--- config.mk ---
export PLATFORM = sky130hd
export DESIGN_NAME = beat_pattern_scheduler_core
export DESIGN_NICKNAME = d
export VERILOG_FILES = /design/src/rtl/bps_pkg.sv /design/src/rtl/bps_ram.sv /design/src/rtl/bps_div.sv /design/src/rtl/beat_pattern_scheduler_core.sv
export SDC_FILE = /design/constraint.sdc
export NUM_CORES = 1
export LEC_CHECK = 0
export BUFFER_PORTS_ARGS = -buffer_cell sky130_fd_sc_hd__buf_2
export CORE_ASPECT_RATIO = 0.6
export CORE_MARGIN = 10
export CORE_UTILIZATION = 25
export CTS_CLUSTER_SIZE = 10
export DETAILED_ROUTE_END_ITERATION = 6
export PLACE_DENSITY = 0.36
export SYNTH_ARGS = -nofsm -noshare
export SYNTH_HDL_FRONTEND = slang
export SYNTH_HIERARCHICAL = 1
export SYNTH_SLANG_ARGS = --single-unit
export TNS_END_PERCENT = 1
--- constraint.sdc ---
create_clock -name clk -period 5.4 [get_ports clk]
set_input_delay 0.54 -clock clk [delete_from_list [all_inputs] [get_ports clk]]
set_output_delay 0.54 -clock clk [all_outputs]
set_load 0.02 [all_outputs]
--- src/rtl/bps_pkg.sv ---
// Package with types, constants and codes of the beat pattern scheduler.
package bps_pkg;

    // Default values of the top-level parameters.
    localparam int PATTERN_DEPTH_DEF  = 16;
    localparam int PRE_ROLL_TICKS_DEF = 50;
    localparam int TICK_HZ_DEF        = 1000;

    // Field and register widths.
    localparam int MODE_W    = 3;
    localparam int INDEX_W   = 4;
    localparam int SOUND_W   = 4;
    localparam int MULT_W    = 16;
    localparam int POS_W     = 4;
    localparam int BPM_W     = 10;
    localparam int LEN_W     = 5;
    localparam int COUNT_W   = 24;
    localparam int ENTRY_W   = SOUND_W + MULT_W;
    localparam int FRAC_W    = 8;

    // Stream and configuration port widths.
    localparam int IN_TDATA_W  = 32;
    localparam int OUT_TDATA_W = 16;
    localparam int CFG_IDX_W   = 1;
    localparam int CFG_DATA_W  = BPM_W;

    // Register reset values.
    localparam logic [BPM_W-1:0] BPM_RESET = BPM_W'(120);
    localparam logic [LEN_W-1:0] LEN_RESET = '0;

    localparam logic [COUNT_W-1:0] COUNT_MAX = '1;

    // Configuration register indexes.
    localparam logic [CFG_IDX_W-1:0] REG_BPM = 1'b0;
    localparam logic [CFG_IDX_W-1:0] REG_LEN = 1'b1;

    // Item kinds carried on the input tuser.
    typedef enum logic [MODE_W-1:0] {
        MODE_TICK    = 3'd0,
        MODE_LOAD    = 3'd1,
        MODE_START   = 3'd2,
        MODE_STOP    = 3'd3,
        MODE_RESTART = 3'd4
    } mode_t;

    // Sequencer states.
    typedef enum logic [2:0] {
        ST_IDLE,
        ST_MOD,
        ST_READ,
        ST_LATCH,
        ST_MUL,
        ST_DIV,
        ST_RESULT
    } state_t;

    // Status and results of the serial divider.
    typedef struct packed {
        logic               done;
        logic               overflow;
        logic [COUNT_W-1:0] quotient;
        logic [BPM_W-1:0]   remainder;
    } div_res_t;

endpackage

--- src/rtl/bps_ram.sv ---
// Generic single-port-write, registered-read RAM.
module bps_ram #(
    parameter int WIDTH = 8,
    parameter int DEPTH = 16,
    parameter int AW    = (DEPTH > 1) ? $clog2(DEPTH) : 1
) (
    input  logic             clk,
    input  logic             we,
    input  logic [AW-1:0]    waddr,
    input  logic [WIDTH-1:0] wdata,
    input  logic [AW-1:0]    raddr,
    output logic [WIDTH-1:0] rdata
);

    logic [WIDTH-1:0] mem [DEPTH];

    // Write port and registered read port.
    always_ff @(posedge clk)
    begin
        if (we)
        begin
            mem[waddr] <= wdata;
        end
        rdata <= mem[raddr];
    end

endmodule

--- src/rtl/bps_div.sv ---
// Bit-serial restoring divider, one quotient bit per cycle.
module bps_div #(
    parameter int DVD_W = 24
) (
    input  logic                      clk,
    input  logic                      rst_n,
    input  logic                      start,
    input  logic [DVD_W-1:0]          dividend,
    input  logic [bps_pkg::BPM_W-1:0] divisor,
    output bps_pkg::div_res_t         res
);

    import bps_pkg::*;

    localparam int CNT_W = $clog2(DVD_W + 1);

    logic [DVD_W-1:0]   dvd_reg, dvd_next;
    logic [BPM_W-1:0]   dvs_reg, dvs_next;
    logic [BPM_W-1:0]   rem_reg, rem_next;
    logic [COUNT_W-1:0] quo_reg, quo_next;
    logic               ovf_reg, ovf_next;
    logic [CNT_W-1:0]   cnt_reg, cnt_next;
    logic               done_reg, done_next;

    logic [BPM_W:0] trial;
    logic [BPM_W:0] diff;
    logic           ge;

    // One restoring step: bring down the next dividend bit and try a subtract.
    assign trial = {rem_reg, dvd_reg[DVD_W-1]};
    assign ge    = (trial >= {1'b0, dvs_reg});
    assign diff  = trial - {1'b0, dvs_reg};

    always_comb
    begin
        dvd_next  = dvd_reg;
        dvs_next  = dvs_reg;
        rem_next  = rem_reg;
        quo_next  = quo_reg;
        ovf_next  = ovf_reg;
        cnt_next  = cnt_reg;
        done_next = 1'b0;
        if (start)
        begin
            dvd_next = dividend;
            dvs_next = divisor;
            rem_next = '0;
            quo_next = '0;
            ovf_next = 1'b0;
            cnt_next = CNT_W'(DVD_W);
        end
        else if (cnt_reg != '0)
        begin
            dvd_next  = {dvd_reg[DVD_W-2:0], 1'b0};
            rem_next  = ge ? diff[BPM_W-1:0] : trial[BPM_W-1:0];
            quo_next  = {quo_reg[COUNT_W-2:0], ge};
            // A set bit pushed out of the top means the quotient saturates.
            ovf_next  = ovf_reg | quo_reg[COUNT_W-1];
            cnt_next  = cnt_reg - CNT_W'(1);
            done_next = (cnt_reg == CNT_W'(1));
        end
    end

    // Control state is reset; the datapath registers are not.
    always_ff @(posedge clk or negedge rst_n)
    begin
        if (!rst_n)
        begin
            cnt_reg  <= '0;
            done_reg <= 1'b0;
        end
        else
        begin
            cnt_reg  <= cnt_next;
            done_reg <= done_next;
        end
    end

    always_ff @(posedge clk)
    begin
        dvd_reg <= dvd_next;
        dvs_reg <= dvs_next;
        rem_reg <= rem_next;
        quo_reg <= quo_next;
        ovf_reg <= ovf_next;
    end

    // Status and results, packed in the order of the result type.
    assign res = {done_reg, ovf_reg, quo_reg, rem_reg};

endmodule

--- src/rtl/beat_pattern_scheduler_core.sv ---
// Non-firing items (load, start, stop, restart, quiet tick) go straight to the result state
// after acceptance; only one input transaction is in flight at a time.
// A firing tick runs the bit-serial divider twice (slot = position mod length, then the
// interval) before its result is loaded; a stalled result delays taking the next input.
// Reset clears control state and config (bpm 120, length 0), not the pattern memory.
module beat_pattern_scheduler_core #(
    parameter int PATTERN_DEPTH  = bps_pkg::PATTERN_DEPTH_DEF,
    parameter int PRE_ROLL_TICKS = bps_pkg::PRE_ROLL_TICKS_DEF,
    parameter int TICK_HZ        = bps_pkg::TICK_HZ_DEF
) (
    input  logic                            clk,
    input  logic                            rst_n,
    // Input stream.
    input  logic                            s_axis_tvalid,
    output logic                            s_axis_tready,
    // tdata: paused[0], entry_index[4:1], entry_sound[8:5], entry_multiplier[24:9], zero pad
    input  logic [bps_pkg::IN_TDATA_W-1:0]  s_axis_tdata,
    // tuser: mode[2:0]
    input  logic [bps_pkg::MODE_W-1:0]      s_axis_tuser,
    // Result stream.
    output logic                            m_axis_tvalid,
    input  logic                            m_axis_tready,
    // tdata: beat[0], sound[4:1], position[8:5], zero pad
    output logic [bps_pkg::OUT_TDATA_W-1:0] m_axis_tdata,
    // Configuration write port.
    input  logic                            cfg_we,
    input  logic [bps_pkg::CFG_IDX_W-1:0]   cfg_index,
    input  logic [bps_pkg::CFG_DATA_W-1:0]  cfg_wdata
);

    import bps_pkg::*;

    localparam int AW       = (PATTERN_DEPTH > 1) ? $clog2(PATTERN_DEPTH) : 1;
    localparam int TICKS_MIN = 60 * TICK_HZ;
    localparam int PROD_W   = MULT_W + $clog2(TICKS_MIN + 1);
    localparam int DVD_W    = PROD_W - FRAC_W;

    // Input field unpacking.
    logic               in_paused;
    logic [INDEX_W-1:0] in_index;
    logic [SOUND_W-1:0] in_sound;
    logic [MULT_W-1:0]  in_mult;
    mode_t              in_mode;

    assign in_paused = s_axis_tdata[0];
    assign in_index  = s_axis_tdata[4:1];
    assign in_sound  = s_axis_tdata[8:5];
    assign in_mult   = s_axis_tdata[24:9];
    assign in_mode   = mode_t'(s_axis_tuser);

    // Configuration registers.
    logic [BPM_W-1:0] bpm_reg, bpm_next;
    logic [LEN_W-1:0] len_reg, len_next;

    always_comb
    begin
        bpm_next = bpm_reg;
        len_next = len_reg;
        if (cfg_we)
        begin
            case (cfg_index)
                REG_BPM: bpm_next = cfg_wdata;
                REG_LEN: len_next = cfg_wdata[LEN_W-1:0];
                default: ;
            endcase
        end
    end

    always_ff @(posedge clk or negedge rst_n)
    begin
        if (!rst_n)
        begin
            bpm_reg <= BPM_RESET;
            len_reg <= LEN_RESET;
        end
        else
        begin
            bpm_reg <= bpm_next;
            len_reg <= len_next;
        end
    end

    // Effective divisors: length clamped to the depth, zero bpm taken as one.
    logic [LEN_W-1:0] len_eff;
    logic [BPM_W-1:0] bpm_eff;

    assign len_eff = (32'(len_reg) > PATTERN_DEPTH) ? LEN_W'(PATTERN_DEPTH) : len_reg;
    assign bpm_eff = (bpm_reg == '0) ? BPM_W'(1) : bpm_reg;

    // Sequencer and datapath registers.
    state_t             state_reg, state_next;
    logic               running_reg, running_next;
    logic [COUNT_W-1:0] count_reg, count_next;
    logic [AW-1:0]      bpos_reg, bpos_next;
    logic [AW-1:0]      slot_reg, slot_next;
    logic [PROD_W-1:0]  prod_reg, prod_next;
    logic               res_beat_reg, res_beat_next;
    logic [SOUND_W-1:0] res_sound_reg, res_sound_next;
    logic [POS_W-1:0]   res_pos_reg, res_pos_next;
    logic               out_valid_reg, out_valid_next;
    logic [OUT_TDATA_W-1:0] out_data_reg, out_data_next;

    // Divider and memory hookup.
    logic               div_start;
    logic [DVD_W-1:0]   div_dividend;
    logic [BPM_W-1:0]   div_divisor;
    div_res_t           div_res;
    logic               ram_we;
    logic [ENTRY_W-1:0] ram_rdata;

    logic               s_accept;
    logic [COUNT_W-1:0] count_dec;
    logic [AW:0]        slot_inc;
    logic [COUNT_W-1:0] interval;

    assign s_axis_tready = (state_reg == ST_IDLE);
    assign s_accept      = s_axis_tvalid && s_axis_tready;
    assign count_dec     = count_reg - COUNT_W'(count_reg != '0);
    assign slot_inc      = {1'b0, slot_reg} + (AW+1)'(1);

    // Saturate the quotient and keep the interval at least one tick.
    assign interval = div_res.overflow ? COUNT_MAX :
                      ((div_res.quotient == '0) ? COUNT_W'(1) : div_res.quotient);

    // Operand select: position mod length at the tick, interval after the entry read.
    assign div_dividend = (state_reg == ST_MUL) ? prod_reg[PROD_W-1:FRAC_W]
                                                : DVD_W'(bpos_reg);
    assign div_divisor  = (state_reg == ST_MUL) ? bpm_eff : BPM_W'(len_eff);

    // Next state and datapath updates.
    always_comb
    begin
        state_next     = state_reg;
        running_next   = running_reg;
        count_next     = count_reg;
        bpos_next      = bpos_reg;
        slot_next      = slot_reg;
        prod_next      = prod_reg;
        res_beat_next  = res_beat_reg;
        res_sound_next = res_sound_reg;
        res_pos_next   = res_pos_reg;
        out_valid_next = out_valid_reg;
        out_data_next  = out_data_reg;
        div_start      = 1'b0;
        ram_we         = 1'b0;

        // Output transaction completes.
        if (out_valid_reg && m_axis_tready)
        begin
            out_valid_next = 1'b0;
        end

        case (state_reg)
            ST_IDLE:
            begin
                if (s_accept)
                begin
                    res_beat_next  = 1'b0;
                    res_sound_next = '0;
                    res_pos_next   = '0;
                    state_next     = ST_RESULT;
                    case (in_mode)
                        MODE_TICK:
                        begin
                            if (running_reg && !in_paused)
                            begin
                                count_next = count_dec;
                                // Due beat with a non-empty pattern: find the slot first.
                                if (count_dec == '0 && len_eff != '0)
                                begin
                                    div_start  = 1'b1;
                                    state_next = ST_MOD;
                                end
                            end
                        end
                        MODE_LOAD:
                        begin
                            ram_we = (32'(in_index) < PATTERN_DEPTH);
                        end
                        MODE_START:
                        begin
                            running_next = 1'b1;
                            count_next   = COUNT_W'(PRE_ROLL_TICKS);
                            bpos_next    = '0;
                        end
                        MODE_STOP:
                        begin
                            running_next = 1'b0;
                        end
                        MODE_RESTART:
                        begin
                            bpos_next  = '0;
                            count_next = '0;
                        end
                        default: ;
                    endcase
                end
            end
            ST_MOD:
            begin
                if (div_res.done)
                begin
                    slot_next  = AW'(div_res.remainder);
                    state_next = ST_READ;
                end
            end
            ST_READ:
            begin
                state_next = ST_LATCH;
            end
            ST_LATCH:
            begin
                res_beat_next  = 1'b1;
                res_sound_next = ram_rdata[ENTRY_W-1:MULT_W];
                res_pos_next   = POS_W'(slot_reg);
                prod_next      = PROD_W'(ram_rdata[MULT_W-1:0]) * PROD_W'(TICKS_MIN);
                bpos_next      = (32'(slot_inc) >= 32'(len_eff)) ? '0 : slot_inc[AW-1:0];
                state_next     = ST_MUL;
            end
            ST_MUL:
            begin
                div_start  = 1'b1;
                state_next = ST_DIV;
            end
            ST_DIV:
            begin
                if (div_res.done)
                begin
                    count_next = interval;
                    state_next = ST_RESULT;
                end
            end
            ST_RESULT:
            begin
                // Load the output register once it is free or being drained.
                if (!out_valid_reg || m_axis_tready)
                begin
                    out_valid_next = 1'b1;
                    out_data_next  = OUT_TDATA_W'({res_pos_reg, res_sound_reg, res_beat_reg});
                    state_next     = ST_IDLE;
                end
            end
            default:
            begin
                state_next = ST_IDLE;
            end
        endcase
    end

    // Control state registers.
    always_ff @(posedge clk or negedge rst_n)
    begin
        if (!rst_n)
        begin
            state_reg     <= ST_IDLE;
            running_reg   <= 1'b0;
            count_reg     <= '0;
            bpos_reg      <= '0;
            out_valid_reg <= 1'b0;
        end
        else
        begin
            state_reg     <= state_next;
            running_reg   <= running_next;
            count_reg     <= count_next;
            bpos_reg      <= bpos_next;
            out_valid_reg <= out_valid_next;
        end
    end

    // Payload registers.
    always_ff @(posedge clk)
    begin
        slot_reg      <= slot_next;
        prod_reg      <= prod_next;
        res_beat_reg  <= res_beat_next;
        res_sound_reg <= res_sound_next;
        res_pos_reg   <= res_pos_next;
        out_data_reg  <= out_data_next;
    end

    assign m_axis_tvalid = out_valid_reg;
    assign m_axis_tdata  = out_data_reg;

    // Pattern memory: sound in the upper bits, Q8.8 multiplier below.
    bps_ram #(
        .WIDTH (ENTRY_W),
        .DEPTH (PATTERN_DEPTH),
        .AW    (AW)
    ) u_ram (
        .clk   (clk),
        .we    (ram_we),
        .waddr (AW'(in_index)),
        .wdata ({in_sound, in_mult}),
        .raddr (slot_reg),
        .rdata (ram_rdata)
    );

    // Shared serial divider.
    bps_div #(
        .DVD_W (DVD_W)
    ) u_div (
        .clk      (clk),
        .rst_n    (rst_n),
        .start    (div_start),
        .dividend (div_dividend),
        .divisor  (div_divisor),
        .res      (div_res)
    );

endmodule

==> results of run 1 <==
==> area by class of cell <==
class	count	share of cell area (%)
Sequential cell	509	50.9
Multi-Input combinational cell	994	32.1
Tap cell	1305	5.74
Clock buffer	89	5.59
Timing Repair Buffer	149	3.59
Inverter	121	1.61
Clock inverter	5	0.405
Antenna cell	1	0.00880
==> per-layer routing <==
metal | track usage, % | vias up | routed length (um)
li1 | - | 6669 | -
met1 | 17.8 | 7423 | 33700
met2 | 16.6 | 252 | 26200
met3 | 2.11 | 90 | 2840
met4 | 2.66 | 2 | 1240
met5 | 0 | - | 13
==> critical path, cell delays in order (launching register included) <==
cell and delay [ns]:
dfxtp_1 0.31, buf_4 0.16, fa_1 0.52, fa_1 0.43, fa_1 0.52, inv_1 0.06
fa_1 0.47, fa_1 0.51, inv_1 0.04, ha_1 0.30, buf_4 0.15, a21o_1 0.22
a31oi_2 0.20, o32ai_2 0.12, buf_4 0.17, a211oi_4 0.24, buf_4 0.16, o31ai_4 0.07
o31ai_2 0.22, xnor2_1 0.09
==> synthesized netlist by cell type, drive strengths merged, types with 29 or more instances <==
cell	number
a21oi	74
dfrtp	50
nand2	119
edfxtp	400
o21ai	77
mux4	80
clkbuf	54
and3	32
inv	121
nor2	88
ha	97
fa	62
dfxtp	55
mux2	42
a22oi	40
buf	29
==> where the power goes <==
part | switching (mW) | internal (mW) | total [mW]
Combinational | 3.14 | 2.55 | 5.69
Sequential | 0.385 | 4.85 | 5.24
Clock | 1.58 | 2.06 | 3.64
Total | 5.10 | 9.46 | 14.6
==> repair_timing <==
item / 4_1_cts / 5_1_grt
buffers inserted: 0 / 1
resized for setup: 9 / 20
endpoints found under the setup margin: 4 / 58
pin swaps: 2 / 9
==> worst max-delay path by stage <==
stage | end | slack, ns | depth (start not counted)
after floorplan | u_div/dvd_reg[10]$_DFFE_PP_ | 0.02 | 16
after global placement | prod_reg[29]$_DFFE_PP_ | -0.20 | 17
after detailed placement | prod_reg[29]$_DFFE_PP_ | -0.23 | 17
after CTS | prod_reg[29]$_DFFE_PP_ | 0.01 | 17
after global routing | prod_reg[30]$_DFFE_PP_ | -0.08 | 19
final | prod_reg[30]$_DFFE_PP_ | 0.19 | 19
==> logic make-up (layout without fill, tap and decap cells) <==
kind of cell | count (synthesis) | in the layout | share of synthesized area (%)
adder cells (fa/ha/maj) | 159 | 159 | 10.1
XOR/XNOR | 33 | 33 | 1.19
other | 1 | 8 | 0.0154
AND/OR/NAND/NOR | 365 | 365 | 7.39
buffers and inverters | 204 | 364 | 3.81
flip-flops | 509 | 509 | 59.5
multiplexers | 126 | 126 | 9.76
AO/OA/AOI/OAI | 304 | 304 | 8.27
==> cells in the final DEF, fill, tap and decap left out, drive strengths merged, types with 5 or more instances in the layout <==
master and n:
nand2b 13, o31ai 14, a22oi 40, inv 122, and2 13, clkbuf 89, xor2 9, nor2 88
mux2 42, nand3 11, nor3 25, mux4 80, nor2b 10, nor4 18, o31a 6, dfxtp 55
or3 6, edfxtp 400, a21o 14, a21oi 74, a31oi 12, xnor2 24, o211ai 6, or4 5
nand2 119, buf 149, a22o 7, and3 32, ha 97, conb 7, a211oi 12, nand3b 6
fa 62, dfrtp 50, o21a 5, o21ai 77
==> run metrics, run 1 <==
crit path from=u_ram/rdata[1]$_DFF_P_; Final Setup Violations=0; register with the highest flop count=u_ram/mem; layout cell share with drive strength beyond 1=21.4%; post-synth cell types=87; DP Worst Slack=-0.229 ns; final worst slack=0.189 ns; Max Fanout on Critical Path=5; Crit. End Element=flip-flop; Arr. time, crit path=roughly 5.6 ns; gr usage total=11.6%; r2r worst-path depth=19; top_reg_cell synth=edfxtp_1; register area share after synthesis=about three fifths; Post-layout nets=2,043; run status=completed; DRC viols=0; Slew Limit Fails=0; Tot Pwr=14.6 mW; syn_area_per_cell=roughly 14 um2; mapped cell area=24,300 um2; leakage dissipation=10.5 nW; GR Overflow Total=0; synth top area cells=edfxtp_1 (49%), mux4_2 (5.9%), dfrtp_1 (5.1%); sequential cell area=14,500 um2; R2R Path Start=u_ram/rdata[1]$_DFF_P_; First DRT Iteration DRCs=1,061; final period utilization=96.5%; clock buffer depth=3; Synth Instances=1,701; Post-CTS Hold Fix Bufs=0; post-route cell area=28,400 um2; Die Footprint=111,000 um2; Max-Cap Viols=0; DP Area=26,600 um2; Initial Util=~25%; Worst Skew=0.0428 ns; Tightest Pin Transition=1.26 ns; Max Clk Rate=roughly 190 MHz; Avg WL per Cell=20.2 um; clk root buf=clkbuf_16; CTS H-tree lvls=2; Final Hold Viols=0; Fin Hold WS=roughly 0.065 ns; TritonRoute pass-1 iters=5; non-filler cells, final=3,173; CTS tree=done; reg2reg end=prod_reg[30]$_DFFE_PP_; Critical Path Start Type=flip-flop; clock sink total=509; total CTS buffers=58; max reg flops=320; Synthesis Warnings=6; IO buf count=54; fill count=9,691; largest net degree at the start of global routing=86; HPWL Detailed=41,800 um; type of the worst min-delay path=in2async; Synth top area share=49.4%; Pwr per Cell Area=512 nW/um2; number of synthesized flops with an enable pin=400; Critical Path RT=5.78 ns; Antenna Violating Nets Remaining=0; unrepaired setup endpoints after global routing=yes; I/O pin count=69; Synth Register Bits=509; wirelength, routed=64,000 um; Placed Cells=approximately 3,100; minimum clock period=5.21 ns; WS Path Type=reg2reg; first-pass GRT wire length=roughly 98,000 um; Worst-Skew Late Latency=0.65 ns; std cell rows=88; routability congestion estimate=0.745; height of the die=262 um; core area=96,300 um2; worst vdd ir=0.000276 V; leading area contributor after synthesis=edfxtp_1; Multi-input gate area=9140 um2; setup TNS=0 ns; DIE WIDTH=423 um; DR vias=14,400; clk slew on worst S/H paths=around 0.06 ns; Async SR Flop Fraction=10.6%; Finished Core Util=between 20% and 30%; initial antenna violation count=6; reg-to-reg slack, setup=0.19 ns; vias per cell=4.55; Area growth syn-to-layout=16.8%; Slew HR=15.5%; vias in the first global route=15,000
(Power assumes the default switching activity.)
==> inputs of run 2 (changes only) <==
Settings changed: CORE_UTILIZATION 25 to 30, PLACE_DENSITY 0.36 to 0.42.
==> run 2 against run 1 <==
Non-clock buffer count is 1 higher. First-iteration DRC count is 8.9% lower. Global-route usage is 1.5 points higher. Critical path type unchanged. Critical endpoint is now prod_reg[25]$_DFFE_PP_. Largest cell class unchanged. Highest routed layer unchanged.
==> run metrics, run 2 (synthesis gave the netlist of run 1 again) <==
clock buffer depth=3; non-filler cells, final=2,950; r2r worst-path depth=17; DR vias=14,400; commonest non-fill, non-tap cell in the layout=edfxtp_1; register with the highest flop count=u_ram/mem; Fin Hold WS=0.0538 ns; Pwr per Cell Area=522 nW/um2; vias in the first global route=approximately 15,000; DIE WIDTH=388 um; DP Worst Slack=-0.176 ns; Max-Cap Viols=0; First DRT Iteration DRCs=~970; CTS H-tree lvls=2; Worst-Skew Late Latency=roughly 0.66 ns; minimum clock period=between 5 and 6 ns; unrepaired setup endpoints after global routing=yes; clk root buf=clkbuf_16; first-pass GRT wire length=about 94,000 um; Max Fanout on Critical Path=4; IO buf count=54; GR Overflow Total=0; Slew Limit Fails=0; most frequent cells in the layout=edfxtp_1 (400), nand2_1 (119), inv_1 (116), ha_1 (95), buf_4 (92); Tightest Pin Transition=1.16 ns; DRC viols=0; run status=completed; sequential cell area=14,500 um2; TritonRoute pass-1 iters=5; I/O pin count=69; type of the worst min-delay path=in2async; wirelength, routed=61,500 um; vias per cell=4.89; Arr. time, crit path=around 5.6 ns; fill count=7,732; Final Setup Violations=0; Final Hold Viols=0; Crit. End Element=flip-flop; leakage dissipation=10.5 nW; Die Footprint=93,300 um2; HPWL Detailed=39,200 um; clk slew on worst S/H paths=0.06 ns; Critical Path Start Type=flip-flop; gr usage total=13.1%; final worst slack=0.152 ns; Initial Util=30.5%; Antenna Violating Nets Remaining=0; Worst Skew=0.0365 ns; Slew HR=22.2%; CTS tree=done; WS Path Type=reg2reg; layout cell share with drive strength beyond 1=between 20% and 30%; Post-layout nets=2,044; core area=79,900 um2; Area growth syn-to-layout=16.1%; height of the die=around 240 um; worst vdd ir=0.000328 V; initial antenna violation count=2; largest net degree at the start of global routing=86; max reg flops=320; Placed Cells=2,839; Multi-input gate area=slightly above 9000 um2; total CTS buffers=58; Max Clk Rate=roughly 190 MHz; Critical Path RT=5.76 ns; clock sink total=509; routability congestion estimate=roughly 0.77; std cell rows=80; Avg WL per Cell=between 20 and 25 um; final period utilization=97.2%
[run 2: final timing paths]
| path | startpoint | endpoint | slack [ns] |
|---|---|---|---|
| min in group clk | cfg_wdata[7] | bpm_reg[7]$_DFFE_PN0P_ | 0.14 |
| max in group asynchronous | rst_n | len_reg[4]$_DFFE_PN0P_ | 4.79 |
| min reg2reg | res_sound_reg[1]$_SDFFCE_PN0P_ | m_axis_tdata[2]$_DFFE_PP_ | 0.42 |
| max reg2reg | u_ram/rdata[2]$_DFF_P_ | prod_reg[25]$_DFFE_PP_ | 0.15 |
| max | u_ram/rdata[2]$_DFF_P_ | prod_reg[25]$_DFFE_PP_ | 0.15 |
| min | rst_n | u_div/cnt_reg[2]$_DFFE_PN0P_ | 0.05 |
[run 2: power by group]
part           switching, mW  leakage (nW)  internal, mW  total (mW)
registers              0.384          4.77          4.85        5.24
clock network           1.61         0.842          2.11        3.72
logic                   3.17          4.89          2.61        5.78
[run 2: critical path, cell delays in order, from the launching register on]
cell	delay (ns)
dfxtp_2	0.33
buf_4	0.16
fa_1	0.48
fa_1	0.51
fa_1	0.51
inv_1	0.05
fa_1	0.50
fa_1	0.52
inv_1	0.06
ha_4	0.27
and3_1	0.17
and3_1	0.23
o311ai_2	0.21
buf_4	0.21
a31oi_1	0.26
a31oi_1	0.17
mux2i_1	0.20
o221ai_1	0.14
[run 2: metal layers]
layer,vias to the layer above,part of all wire (%),global-route usage [%]
met5,-,0.021,0
met4,2,1.5,2.68
met3,68,5.8,2.73
met2,293,40,18.0
met1,7375,53,20.7
li1,6682,-,-
[run 2: final cells by class]
type	instances	share of cell area [%]
clock inverter	6	0.461
clock buffer	103	5.84
inverter	121	1.61
tap	1066	4.72
antenna	1	0.00886
timing repair buffer	150	3.69
multi-input combinational	994	32.4
sequential	509	51.3
[run 2: repair_timing]
action	4_1_cts	5_1_grt
hold endpoints to repair	0	0
pin swaps	2	20
hold buffers	0	0
cloned	0	0
setup endpoints to repair	3	7
buffers inserted	0	1
resized for setup	5	29
[run 2: through the flow]
step                      TNS [ns]  utilization, %  cell area [um2]  power [mW]
after CTS                        0            35.2            28100        14.7
final                            0            35.4            28200        14.7
after global placement      -0.139            33.0            26300        10.8
after global routing       -0.0156            35.4            28200        15.9
after detailed placement    -0.176            33.0            26300        10.8
after floorplan                  0               -            24300        9.07
